### src/rtl/core/frsp_pkg.sv
// Shared types and constants for the FASTA record stream parser.
// Used by every module of the block; depends on nothing else.
package frsp_pkg;

  // Result kinds carried on the output channel.
  localparam logic [2:0] KIND_NAME    = 3'd0;
  localparam logic [2:0] KIND_COMMENT = 3'd1;
  localparam logic [2:0] KIND_RESIDUE = 3'd2;
  localparam logic [2:0] KIND_END     = 3'd3;
  localparam logic [2:0] KIND_TRUNC   = 3'd4;
  localparam logic [2:0] KIND_NOTFA   = 3'd5;
  localparam logic [2:0] KIND_BADRES  = 3'd6;

  // Characters with a special meaning in the stream.
  localparam logic [7:0] CH_GT     = 8'h3E;  // '>'
  localparam logic [7:0] CH_PIPE   = 8'h7C;  // '|'
  localparam logic [7:0] CH_SLASH  = 8'h2F;  // '/'
  localparam logic [7:0] CH_UNDER  = 8'h5F;  // '_'
  localparam logic [7:0] CH_LBRACE = 8'h7B;  // '{'
  localparam logic [7:0] CH_RBRACE = 8'h7D;  // '}'
  localparam logic [7:0] CH_DASH   = 8'h2D;  // '-'
  localparam logic [7:0] CH_DOT    = 8'h2E;  // '.'
  localparam logic [7:0] CH_COLON  = 8'h3A;  // ':'
  localparam logic [7:0] CH_COMMA  = 8'h2C;  // ','
  localparam logic [7:0] CH_SEMI   = 8'h3B;  // ';'
  localparam logic [7:0] CH_LPAREN = 8'h28;  // '('
  localparam logic [7:0] CH_RPAREN = 8'h29;  // ')'
  localparam logic [7:0] CH_LF     = 8'h0A;
  localparam logic [7:0] CH_CR     = 8'h0D;
  localparam logic [7:0] CH_TAB    = 8'h09;
  localparam logic [7:0] CH_VT     = 8'h0B;
  localparam logic [7:0] CH_FF     = 8'h0C;
  localparam logic [7:0] CH_SPACE  = 8'h20;

  typedef struct packed {
    logic [7:0] data_byte;
    logic       end_of_input;
  } in_item_t;

  typedef struct packed {
    logic [2:0]  kind;
    logic [7:0]  out_byte;
    logic [15:0] record_index;
  } out_item_t;

endpackage

### src/rtl/core/frsp_front.sv
// Front part: accepts stream bytes, tracks the parse mode and record count,
// and pushes one raw result per meaningful byte into the queue.
// Depends on frsp_pkg.
module frsp_front (
  input  logic                clk,
  input  logic                rst,
  input  logic                byte_valid,
  output logic                byte_ready,
  input  frsp_pkg::in_item_t  byte_data,
  input  logic                q_full,
  output logic                q_push,
  output frsp_pkg::out_item_t q_item
);
  import frsp_pkg::*;

  localparam logic [2:0] MODE_SEEK    = 3'd0;
  localparam logic [2:0] MODE_NAME    = 3'd1;
  localparam logic [2:0] MODE_COMMENT = 3'd2;
  localparam logic [2:0] MODE_SEQ     = 3'd3;
  localparam logic [2:0] MODE_DONE    = 3'd4;

  logic [2:0]  mode, mode_next;
  logic [15:0] count, count_next;
  logic [7:0]  b;
  logic        eoi;
  logic        accept;
  logic        is_space;
  logic        is_term;
  logic        seq_skip;
  logic        is_upper, is_lower, is_res;
  logic [7:0]  low;

  assign byte_ready = !q_full;
  assign accept     = byte_valid && byte_ready;
  assign b          = byte_data.data_byte;
  assign eoi        = byte_data.end_of_input;

  always_comb begin
    is_space = (b == CH_SPACE) || (b == CH_TAB) || (b == CH_LF) ||
               (b == CH_VT) || (b == CH_FF) || (b == CH_CR);
    is_term  = is_space || (b == CH_PIPE) || (b == CH_SLASH);
    seq_skip = (b == CH_SPACE) || (b == CH_LF) || (b == CH_CR) || (b == CH_TAB) ||
               ((b >= 8'h30) && (b <= 8'h39));
    is_upper = (b >= 8'h41) && (b <= 8'h5A);
    is_lower = (b >= 8'h61) && (b <= 8'h7A);
    low      = b | 8'h20;
    is_res   = (b == CH_DASH) || (b == CH_DOT) ||
               ((is_upper || is_lower) && (low != 8'h6A) && (low != 8'h6F));
  end

  always_comb begin
    mode_next           = mode;
    count_next          = count;
    q_push              = 1'b0;
    q_item.kind         = KIND_NAME;
    q_item.out_byte     = b;
    q_item.record_index = count;
    if (accept) begin
      case (mode)
        MODE_SEEK: begin
          if (eoi) begin
            mode_next       = MODE_DONE;
            q_push          = 1'b1;
            q_item.kind     = KIND_NOTFA;
            q_item.out_byte = 8'h00;
          end else if (b == CH_GT) begin
            mode_next = MODE_NAME;
          end else if (!is_space) begin
            mode_next   = MODE_DONE;
            q_push      = 1'b1;
            q_item.kind = KIND_NOTFA;
          end
        end
        MODE_NAME: begin
          if (eoi) begin
            mode_next       = MODE_DONE;
            q_push          = 1'b1;
            q_item.kind     = KIND_TRUNC;
            q_item.out_byte = 8'h00;
          end else if (is_term) begin
            mode_next = (b == CH_LF) ? MODE_SEQ : MODE_COMMENT;
          end else begin
            q_push      = 1'b1;
            q_item.kind = KIND_NAME;
          end
        end
        MODE_COMMENT: begin
          if (eoi) begin
            mode_next       = MODE_DONE;
            q_push          = 1'b1;
            q_item.kind     = KIND_TRUNC;
            q_item.out_byte = 8'h00;
          end else if (b == CH_LF) begin
            mode_next = MODE_SEQ;
          end else begin
            q_push      = 1'b1;
            q_item.kind = KIND_COMMENT;
          end
        end
        MODE_SEQ: begin
          if (eoi || (b == CH_GT)) begin
            mode_next       = eoi ? MODE_DONE : MODE_NAME;
            q_push          = 1'b1;
            q_item.kind     = KIND_END;
            q_item.out_byte = 8'h00;
            if (count != 16'hFFFF) begin
              count_next = count + 16'd1;
            end
          end else if (!seq_skip) begin
            q_push = 1'b1;
            if (is_res) begin
              q_item.kind = KIND_RESIDUE;
            end else begin
              mode_next   = MODE_DONE;
              q_item.kind = KIND_BADRES;
            end
          end
        end
        default: begin
          mode_next = mode;
        end
      endcase
    end
  end

  always_ff @(posedge clk) begin
    if (rst) begin
      mode  <= MODE_SEEK;
      count <= 16'd0;
    end else begin
      mode  <= mode_next;
      count <= count_next;
    end
  end

endmodule

### src/rtl/core/frsp_queue.sv
// Short result queue between the front and back parts.
// Depends on frsp_pkg for the entry type.
module frsp_queue #(
  parameter int DEPTH = 4
) (
  input  logic                clk,
  input  logic                rst,
  input  logic                push,
  input  frsp_pkg::out_item_t push_item,
  output logic                full,
  input  logic                pop,
  output logic                not_empty,
  output frsp_pkg::out_item_t head_item
);
  import frsp_pkg::*;

  localparam int PW = (DEPTH > 1) ? $clog2(DEPTH) : 1;
  localparam int CW = $clog2(DEPTH + 1);
  localparam logic [PW-1:0] LAST = PW'(DEPTH - 1);

  out_item_t       slots [DEPTH];
  logic [PW-1:0]   wr_ptr, rd_ptr;
  logic [CW-1:0]   count;
  logic            do_push, do_pop;

  assign full      = (count == CW'(DEPTH));
  assign not_empty = (count != '0);
  assign do_push   = push && !full;
  assign do_pop    = pop && not_empty;
  assign head_item = slots[rd_ptr];

  always_ff @(posedge clk) begin
    if (do_push) begin
      slots[wr_ptr] <= push_item;
    end
  end

  always_ff @(posedge clk) begin
    if (rst) begin
      wr_ptr <= '0;
      rd_ptr <= '0;
      count  <= '0;
    end else begin
      if (do_push) begin
        wr_ptr <= (wr_ptr == LAST) ? '0 : wr_ptr + PW'(1);
      end
      if (do_pop) begin
        rd_ptr <= (rd_ptr == LAST) ? '0 : rd_ptr + PW'(1);
      end
      if (do_push && !do_pop) begin
        count <= count + CW'(1);
      end else if (do_pop && !do_push) begin
        count <= count - CW'(1);
      end
    end
  end

endmodule

### src/rtl/core/frsp_back.sv
// Back part: takes raw results from the queue, applies the name character
// substitutions and holds each result in the output register until transfer.
// Depends on frsp_pkg.
module frsp_back (
  input  logic                clk,
  input  logic                rst,
  input  logic                q_valid,
  input  frsp_pkg::out_item_t q_item,
  output logic                q_pop,
  output logic                result_valid,
  input  logic                result_ready,
  output frsp_pkg::out_item_t result_data
);
  import frsp_pkg::*;

  out_item_t formed;
  logic      load;

  always_comb begin
    formed = q_item;
    if (q_item.kind == KIND_NAME) begin
      if ((q_item.out_byte == CH_COLON) || (q_item.out_byte == CH_COMMA) ||
          (q_item.out_byte == CH_SEMI)) begin
        formed.out_byte = CH_UNDER;
      end else if (q_item.out_byte == CH_LPAREN) begin
        formed.out_byte = CH_LBRACE;
      end else if (q_item.out_byte == CH_RPAREN) begin
        formed.out_byte = CH_RBRACE;
      end
    end
  end

  assign load  = q_valid && (!result_valid || result_ready);
  assign q_pop = load;

  always_ff @(posedge clk) begin
    if (rst) begin
      result_valid <= 1'b0;
    end else if (load) begin
      result_valid <= 1'b1;
    end else if (result_ready) begin
      result_valid <= 1'b0;
    end
  end

  always_ff @(posedge clk) begin
    if (load) begin
      result_data <= formed;
    end
  end

endmodule

### src/rtl/core/fasta_record_stream_parser.sv
// FASTA record stream parser, top level.
// Byte channel (byte_valid/byte_ready/byte_data) carries one text byte or an
// end-of-input mark per transfer. Result channel (result_valid/result_ready/
// result_data) carries name, comment and residue characters, record ends and
// the terminal truncated, not-FASTA and bad-residue results.
// Throughput is one byte per cycle while the queue is not full: the front
// updates parse mode and record count in the cycle of the transfer, so bytes
// may arrive back to back. A result passes through two registers: the queue
// entry written at the transfer edge, then the output register, which loads
// once it is free. Bytes that yield no result produce no queue entry.
// When the receiver stalls, results collect in a QUEUE_DEPTH entry queue;
// byte_ready drops only when that queue is full.
// Reset (rst, synchronous) returns to searching for the first '>', clears
// the record count and empties the queue. After a terminal result every
// further byte is accepted and ignored until the next reset.
// Depends on frsp_pkg, frsp_front, frsp_queue and frsp_back.
module fasta_record_stream_parser #(
  parameter int QUEUE_DEPTH = 4
) (
  input  logic                clk,
  input  logic                rst,
  input  logic                byte_valid,
  output logic                byte_ready,
  input  frsp_pkg::in_item_t  byte_data,
  output logic                result_valid,
  input  logic                result_ready,
  output frsp_pkg::out_item_t result_data
);
  import frsp_pkg::*;

  logic      q_full, q_push, q_pop, q_valid;
  out_item_t push_item, head_item;

  frsp_front u_front (
    .clk        (clk),
    .rst        (rst),
    .byte_valid (byte_valid),
    .byte_ready (byte_ready),
    .byte_data  (byte_data),
    .q_full     (q_full),
    .q_push     (q_push),
    .q_item     (push_item)
  );

  frsp_queue #(
    .DEPTH (QUEUE_DEPTH)
  ) u_queue (
    .clk       (clk),
    .rst       (rst),
    .push      (q_push),
    .push_item (push_item),
    .full      (q_full),
    .pop       (q_pop),
    .not_empty (q_valid),
    .head_item (head_item)
  );

  frsp_back u_back (
    .clk          (clk),
    .rst          (rst),
    .q_valid      (q_valid),
    .q_item       (head_item),
    .q_pop        (q_pop),
    .result_valid (result_valid),
    .result_ready (result_ready),
    .result_data  (result_data)
  );

endmodule

### config.mk
export PLATFORM = sky130hd
export DESIGN_NAME = fasta_record_stream_parser
export DESIGN_NICKNAME = d
export VERILOG_FILES = /design/src/rtl/core/frsp_pkg.sv /design/src/rtl/core/frsp_front.sv /design/src/rtl/core/frsp_queue.sv /design/src/rtl/core/frsp_back.sv /design/src/rtl/core/fasta_record_stream_parser.sv
export SDC_FILE = /design/constraint.sdc
export NUM_CORES = 1
export LEC_CHECK = 0
export ABC_AREA = 1
export BUFFER_PORTS_ARGS = -buffer_cell sky130_fd_sc_hd__clkbuf_2
export CAP_MARGIN = 40
export CORE_ASPECT_RATIO = 1.1
export CORE_MARGIN = 2
export CORE_UTILIZATION = 39
export CTS_CLUSTER_DIAMETER = 30
export DETAILED_ROUTE_END_ITERATION = 6
export PLACE_DENSITY = 0.6
export SLEW_MARGIN = 15
export SYNTH_ARGS = -nofsm -noshare
export SYNTH_HDL_FRONTEND = slang
export SYNTH_SLANG_ARGS = --single-unit
### constraint.sdc
create_clock -name clk -period 3.25 [get_ports clk]
set_input_delay 0.1625 -clock clk [delete_from_list [all_inputs] [get_ports clk]]
set_output_delay 0.1625 -clock clk [all_outputs]
set_load 0.01 [all_outputs]
==> out/summary.txt, run 1 <==
outcome: complete, no violations
number of synthesized register bits: 164
vias in the first global route: 4511
top cells by area, synth: edfxtp_1, dfxtp_1, nand2_1
Setup Crit Path Kind: flop to flop
total grt overflow: 0
Post-CTS Setup Repair Bufs: 0
Sequential Area: 0.004634 sq mm
latest clock arrival within the worst-skew pair: 0.43 ns
Synth Flop Type: edfxtp_1
Total Neg Setup Slack: 0 ns
crit end category: flop
Cells after Synth: 639
most common cell after layout, fill and taps aside: edfxtp_1
met3 Use GR: 3.856%
CP required: 3.56 ns
area of the mapped netlist: 0.006988 sq mm
initial antenna violation count: 0
Mapped Nets: 660
clock skew: 0.006798 ns
Rel. slew slack: 59.81%
EDFF count, synth: 135
HP Start: byte_data[8]
clock sink count: 164
grt met2 use: 26.51%
VDD IR max: 411.8 uV
CP max FO: 9
RR Endpoint: u_queue.count[2]$_SDFFE_PP0P_
syn_area_per_cell: 10.94 sq um
vias per inst: 5.024
Unique masters post-synth: 42
Detailed Place HPWL: 9044 um
FF-to-FF setup slack: 0.71 ns
initial drt markers: 353
CP Cell Sequence: inv_1 -> nor3_1 -> nand2_1 -> nor2_1 -> nand3_1 -> nand3_1 -> nand2_1 -> nand2_1 -> nand2_2 -> inv_1 -> ha_1 -> inv_1 -> fa_1 -> a21oi_1 -> o21ai_0 -> o21ai_0 -> a21oi_1
max-slew violation total from the final report: 0
DRC viols: 0
Clock Path Buffers: 2
largest net degree at the start of global routing: 59
Die Wd: 131.6 um
Least-Margin Pin Slew: 0.6029 ns
Setup crit start kind: flop
grt met1 use: 19.18%
final total power: 6.631 mW
port bufs: 41
Seq/Total Area, Yosys: 66.32%
layout cell share with drive strength beyond 1: 16.12%
worst endpoint data arrival time: 2.85 ns
CTS tree: done
CP delay by family, top: simple AND/OR/NAND/NOR gates
placed cells: 907
nets: 709
fin cells: 939
All-Layer GR Usage: 15.56%
share of flip-flops with an asynchronous set or reset: 0%
Max stage delay on crit path: 0.38 ns
RSZ-0062 raised after global routing: no
PD cells: 824.0 mW/mm^2
Wirelength per Cell: 15.25 um
Area Growth Syn to Fin: 15.17%
Site Rows: 51
die span in y: 144.4 um
Initial Utilization: 39.68%
CP Buf/Inv Count: 3
fillers: 1638
Multi-input gate area: 0.002058 sq mm
Final Hold Viols: 0
Hold EP: u_queue.slots[0][23]$_DFFE_PP_
H-Tree Depth: 4
post-route ant nets: 0
FMAX: 393.8 MHz
post-synth top area share: 58.01%
Reg clk slew, reported paths: 0.06 ns
cts repair resizes: 0
slowest cell on the critical path: fa_1
Yosys top cell by area: edfxtp_1
Ys Warns: 0
WL final: 14320 um
reg-to-reg startpoint: u_front.mode[0]$_SDFFE_PP0P_
fin crit period: 2.540 ns
first-pass GRT wire length: 22860 um
Ports: 42
drt pass-1 iters: 5
Num CTS Buffers: 17
hold_buf cts: 0
Root Buffer: clkbuf_16
total leakage power: 3.087 nW
DIE AREA: 0.01901 sq mm
Core Box Area: 0.01761 sq mm
ant diodes: 0
setup violators final: 0
worst hold path type: primary input to flop
commonest cells after routing, fill and taps aside: edfxtp_1, nand2_1, nor2_1
via count: 4718
RePlAce Congestion: 0.8646
FF-to-FF path depth: 17
hold depth: 3
max cap viols: 0
Final Cycle Share: 78.14%
Most Crowded Layer GR: met2
per-layer routing:
metal	vias up	part of all wire [%]	routed length [um]
met2	92	49	7006
met3	23	3.7	536
met5	-	0	0
li1	2333	-	-
met4	0	2.2	312
met1	2270	45	6465
synthesized netlist by cell type, types with 2 or more instances:
cell and count:
a21oi_1 26, a31oi_1 3, a32o_1 4, buf_2 6, clkbuf_1 12, dfxtp_1 29
edfxtp_1 135, ha_1 7, inv_1 54, inv_2 7, nand2_1 103, nand2_2 6
nand3_1 27, nand3_2 3, nand4_1 9, nor2_1 89, nor2_2 4, nor2_4 3
nor3_1 10, nor3_4 2, nor3b_2 3, o21ai_0 54, o21bai_1 2, o22ai_1 17
xnor2_1 2, xor2_1 6
how the worst max path moves through the flow:
stage,startpoint,to,depth (start not counted)
5_1_grt,u_front.mode[0]$_SDFFE_PP0P_,u_queue.count[2]$_SDFFE_PP0P_,17
3_5_place_dp,u_front.mode[0]$_SDFFE_PP0P_,u_queue.count[2]$_SDFFE_PP0P_,17
6_report,u_front.mode[0]$_SDFFE_PP0P_,u_queue.count[2]$_SDFFE_PP0P_,17
4_1_cts,u_front.mode[0]$_SDFFE_PP0P_,u_queue.count[2]$_SDFFE_PP0P_,17
2_1_floorplan,u_front.mode[0]$_SDFFE_PP0P_,u_queue.slots[3][0]$_DFFE_PP_,10
3_3_place_gp,u_front.mode[0]$_SDFFE_PP0P_,u_queue.count[2]$_SDFFE_PP0P_,17
power by group:
part	internal [mW]	switching [mW]	total [mW]
clock	1.11	0.768	1.88
combinational	0.562	1.25	1.81
sequential	2.82	0.121	2.94
sequential cells by signal (all words and copies together), names as in the netlist, named ones only:
register             cells
u_back.result_data      27
u_back.result_valid      1
u_front.count           16
u_front.mode             3
u_queue.count            3
u_queue.rd_ptr           2
u_queue.slots          108
u_queue.wr_ptr           2
final cells by class:
cell class / instances / share of cell area (%)
Clock buffer: 24 / 5.986
Clock inverter: 8 / 0.9484
Inverter: 62 / 2.907
Multi-Input combinational cell: 394 / 25.58
Sequential cell: 164 / 57.59
Tap cell: 238 / 3.700
Timing Repair Buffer: 49 / 3.296
per-stage QoR:
step	worst slack (ns)	util, %	hold WS, ns	cell area, sq um
6_report	0.7105	45.69	0.1394	8048
2_1_floorplan	0.5417	-	0.2320	6994
4_1_cts	0.7093	45.69	0.1271	8048
3_3_place_gp	0.7826	42.53	0.5268	7490
3_5_place_dp	0.7362	42.53	0.5363	7490
5_1_grt	0.4048	45.69	0.1697	8048
cell families after synthesis:
group                    synth area share (%)
XOR/XNOR                                1.003
flip-flops                              66.32
adder cells (fa/ha/maj)                 1.540
AND/OR/NAND/NOR                         17.15
buffers and inverters                   4.584
AO/OA/AOI/OAI                           9.400
tightest hold or removal path: stages:
cell and delay, ns:
clkbuf_2 0.08, inv_2 0.06, nor2_1 0.08
(Power assumes the default switching activity.)
==> run 2: changes to the inputs <==
==> constraint.sdc (replaced) <==
create_clock -name clk -period 2.1 [get_ports clk]
set_input_delay 0.105 -clock clk [delete_from_list [all_inputs] [get_ports clk]]
set_output_delay 0.105 -clock clk [all_outputs]
set_load 0.01 [all_outputs]
==> run 2 against run 1 <==
Compared with the run above:
- the run now ends with setup timing left
- critical path depth is 1 lower
- clock skew is 0.0051 ns higher
- wire length is 0.57% higher
- global-route usage is 0.46 points higher
- critical path type unchanged
- largest power group unchanged
==> out/summary.txt, run 2 (synthesis results as in run 1) <==
DP Area: 0.007893 sq mm
clock sink count: 164
Hold WS: 0.1207 ns
layout cell share with drive strength beyond 1: 25.17%
drt pass-1 iters: 5
Rel. slew slack: 67.72%
port bufs: 41
final instance area: 0.008638 sq mm
largest net degree at the start of global routing: 43
via count: 4916
FMAX: 448.0 MHz
worst endpoint data arrival time: 2.54 ns
latest clock arrival within the worst-skew pair: 0.43 ns
Detailed Place HPWL: 9355 um
FF-to-FF path depth: 16
setup violators final: 2
CP max FO: 3
routed length on met1: 6332 um
VDD IR max: 571.5 uV
fillers: 1587
worst hold path type: primary input to flop
Hold EP: u_front.count[12]$_SDFFE_PP0P_
Final WS setup: -0.1319 ns
post-route ant nets: 0
first-pass GRT wire length: 23710 um
CP Cell Sequence: nor3_4 -> nand2_1 -> nor2_2 -> nand3_1 -> nand3_1 -> nand2_1 -> nand2_2 -> nand2_4 -> inv_4 -> ha_4 -> inv_4 -> fa_2 -> a21oi_2 -> o21ai_2 -> o21ai_1 -> a21oi_1
placed cells: 946
Wirelength per Cell: 14.56 um
DRC viols: 0
die span in y: 144.4 um
WL final: 14400 um
max-slew violation total from the final report: 0
Core Box Area: 0.01761 sq mm
RR Endpoint: u_queue.count[2]$_SDFFE_PP0P_
commonest cells after routing, fill and taps aside: edfxtp_1, nand2_1, nor2_1
fin cells: 989
violated checks: setup timing
pre-CTS WS: -0.1177 ns
Total Neg Setup Slack: -0.1435 ns
Ports: 42
fin util: 49.05%
met3 wire length: 609 um
outcome: finished with violations
Num CTS Buffers: 17
Initial Utilization: 39.68%
total leakage power: 3.378 nW
RSZ-0062 raised after global routing: yes
nets: 759
hold_buf cts: 0
CP startpoint: u_front.mode[2]$_SDFFE_PP0P_
reg-to-reg startpoint: u_front.mode[2]$_SDFFE_PP0P_
FF-to-FF setup slack: -0.13 ns
total grt overflow: 0
Multi-input gate area: 0.002125 sq mm
initial antenna violation count: 0
ant diodes: 0
CTS tree: done
crit end category: flop
vias per inst: 4.971
CP required: 2.41 ns
most common cell after layout, fill and taps aside: edfxtp_1
DIE AREA: 0.01901 sq mm
vias in the first global route: 4895
Sequential Area: 0.004641 sq mm
initial drt markers: 338
max cap viols: 0
Least-Margin Pin Slew: 0.4837 ns
CP Buf/Inv Count: 2
Site Rows: 51
Area Growth Syn to Fin: 23.62%
H-Tree Depth: 4
PD cells: 1268 mW/mm^2
HP Start: rst
Top reg by flops: u_queue.slots
max layer used: met4
CP delay by family, top: simple AND/OR/NAND/NOR gates
clock skew: 0.01185 ns
final total power: 10.96 mW
max FFs per register: 108
Largest regs: u_queue.slots (108), u_back.result_data (27), u_front.count (16)
hold depth: 2
Setup crit start kind: flop
RePlAce Congestion: 0.8634
Reg clk slew, reported paths: 0.07 ns
Max stage delay on crit path: 0.37 ns
slowest cell on the critical path: fa_2
fin crit period: 2.232 ns
All-Layer GR Usage: 16.02%
Final Cycle Share: 106.3%
Final Hold Viols: 0
Setup Crit Path Kind: flop to flop
Root Buffer: clkbuf_16
Die Wd: 131.6 um
Clock Path Buffers: 2
met2 routed WL: 7179 um
==> run 2: how the worst max path moves through the flow <==
stage / endpoint / slack [ns] / cells after the start
3_5_place_dp: u_queue.count[2]$_SDFFE_PP0P_ / -0.12 / 20
4_1_cts: u_queue.count[2]$_SDFFE_PP0P_ / -0.08 / 16
5_1_grt: u_queue.count[2]$_SDFFE_PP0P_ / -0.32 / 16
6_report: u_queue.count[2]$_SDFFE_PP0P_ / -0.13 / 16
3_3_place_gp: u_queue.count[2]$_SDFFE_PP0P_ / -0.06 / 20
2_1_floorplan: u_queue.slots[0][0]$_DFFE_PP_ / -0.09 / 9
==> run 2: worst register-to-register path, stage by stage, from the launching register on <==
cell and delay (ns):
dfxtp_4 0.36, nor3_4 0.20, nand2_1 0.09, nor2_2 0.11, nand3_1 0.08, nand3_1 0.07, nand2_1 0.07, nand2_2 0.08
nand2_4 0.06, inv_4 0.06, ha_4 0.13, inv_4 0.03, fa_2 0.37, a21oi_2 0.14, o21ai_2 0.07, o21ai_1 0.14
a21oi_1 0.05
==> run 2: layout make-up <==
type,instances,area share (%)
sequential,164,53.72
multi-input combinational,394,24.59
timing repair buffer,99,8.285
clock buffer,17,4.925
tap,238,3.447
inverter,62,2.795
clock inverter,15,2.231
==> run 2: report_power, final <==
group	switching (mW)	total (mW)	internal [mW]
clock network	1.30	3.20	1.90
logic	2.02	3.19	1.17
registers	0.202	4.57	4.37
==> run 2: repair_timing <==
item                       CTS  global route
hold endpoints to repair     0             0
setup endpoints to repair    2            28
resized for setup            1            14
setup buffers                8             5
pin swaps                    2             6
==> run 2: per-layer routing <==
metal,vias up,global-route usage (%)
li1,2427,-
met1,2358,19.27
met2,106,28.55
met3,25,3.540
met4,0,5.721
met5,-,0
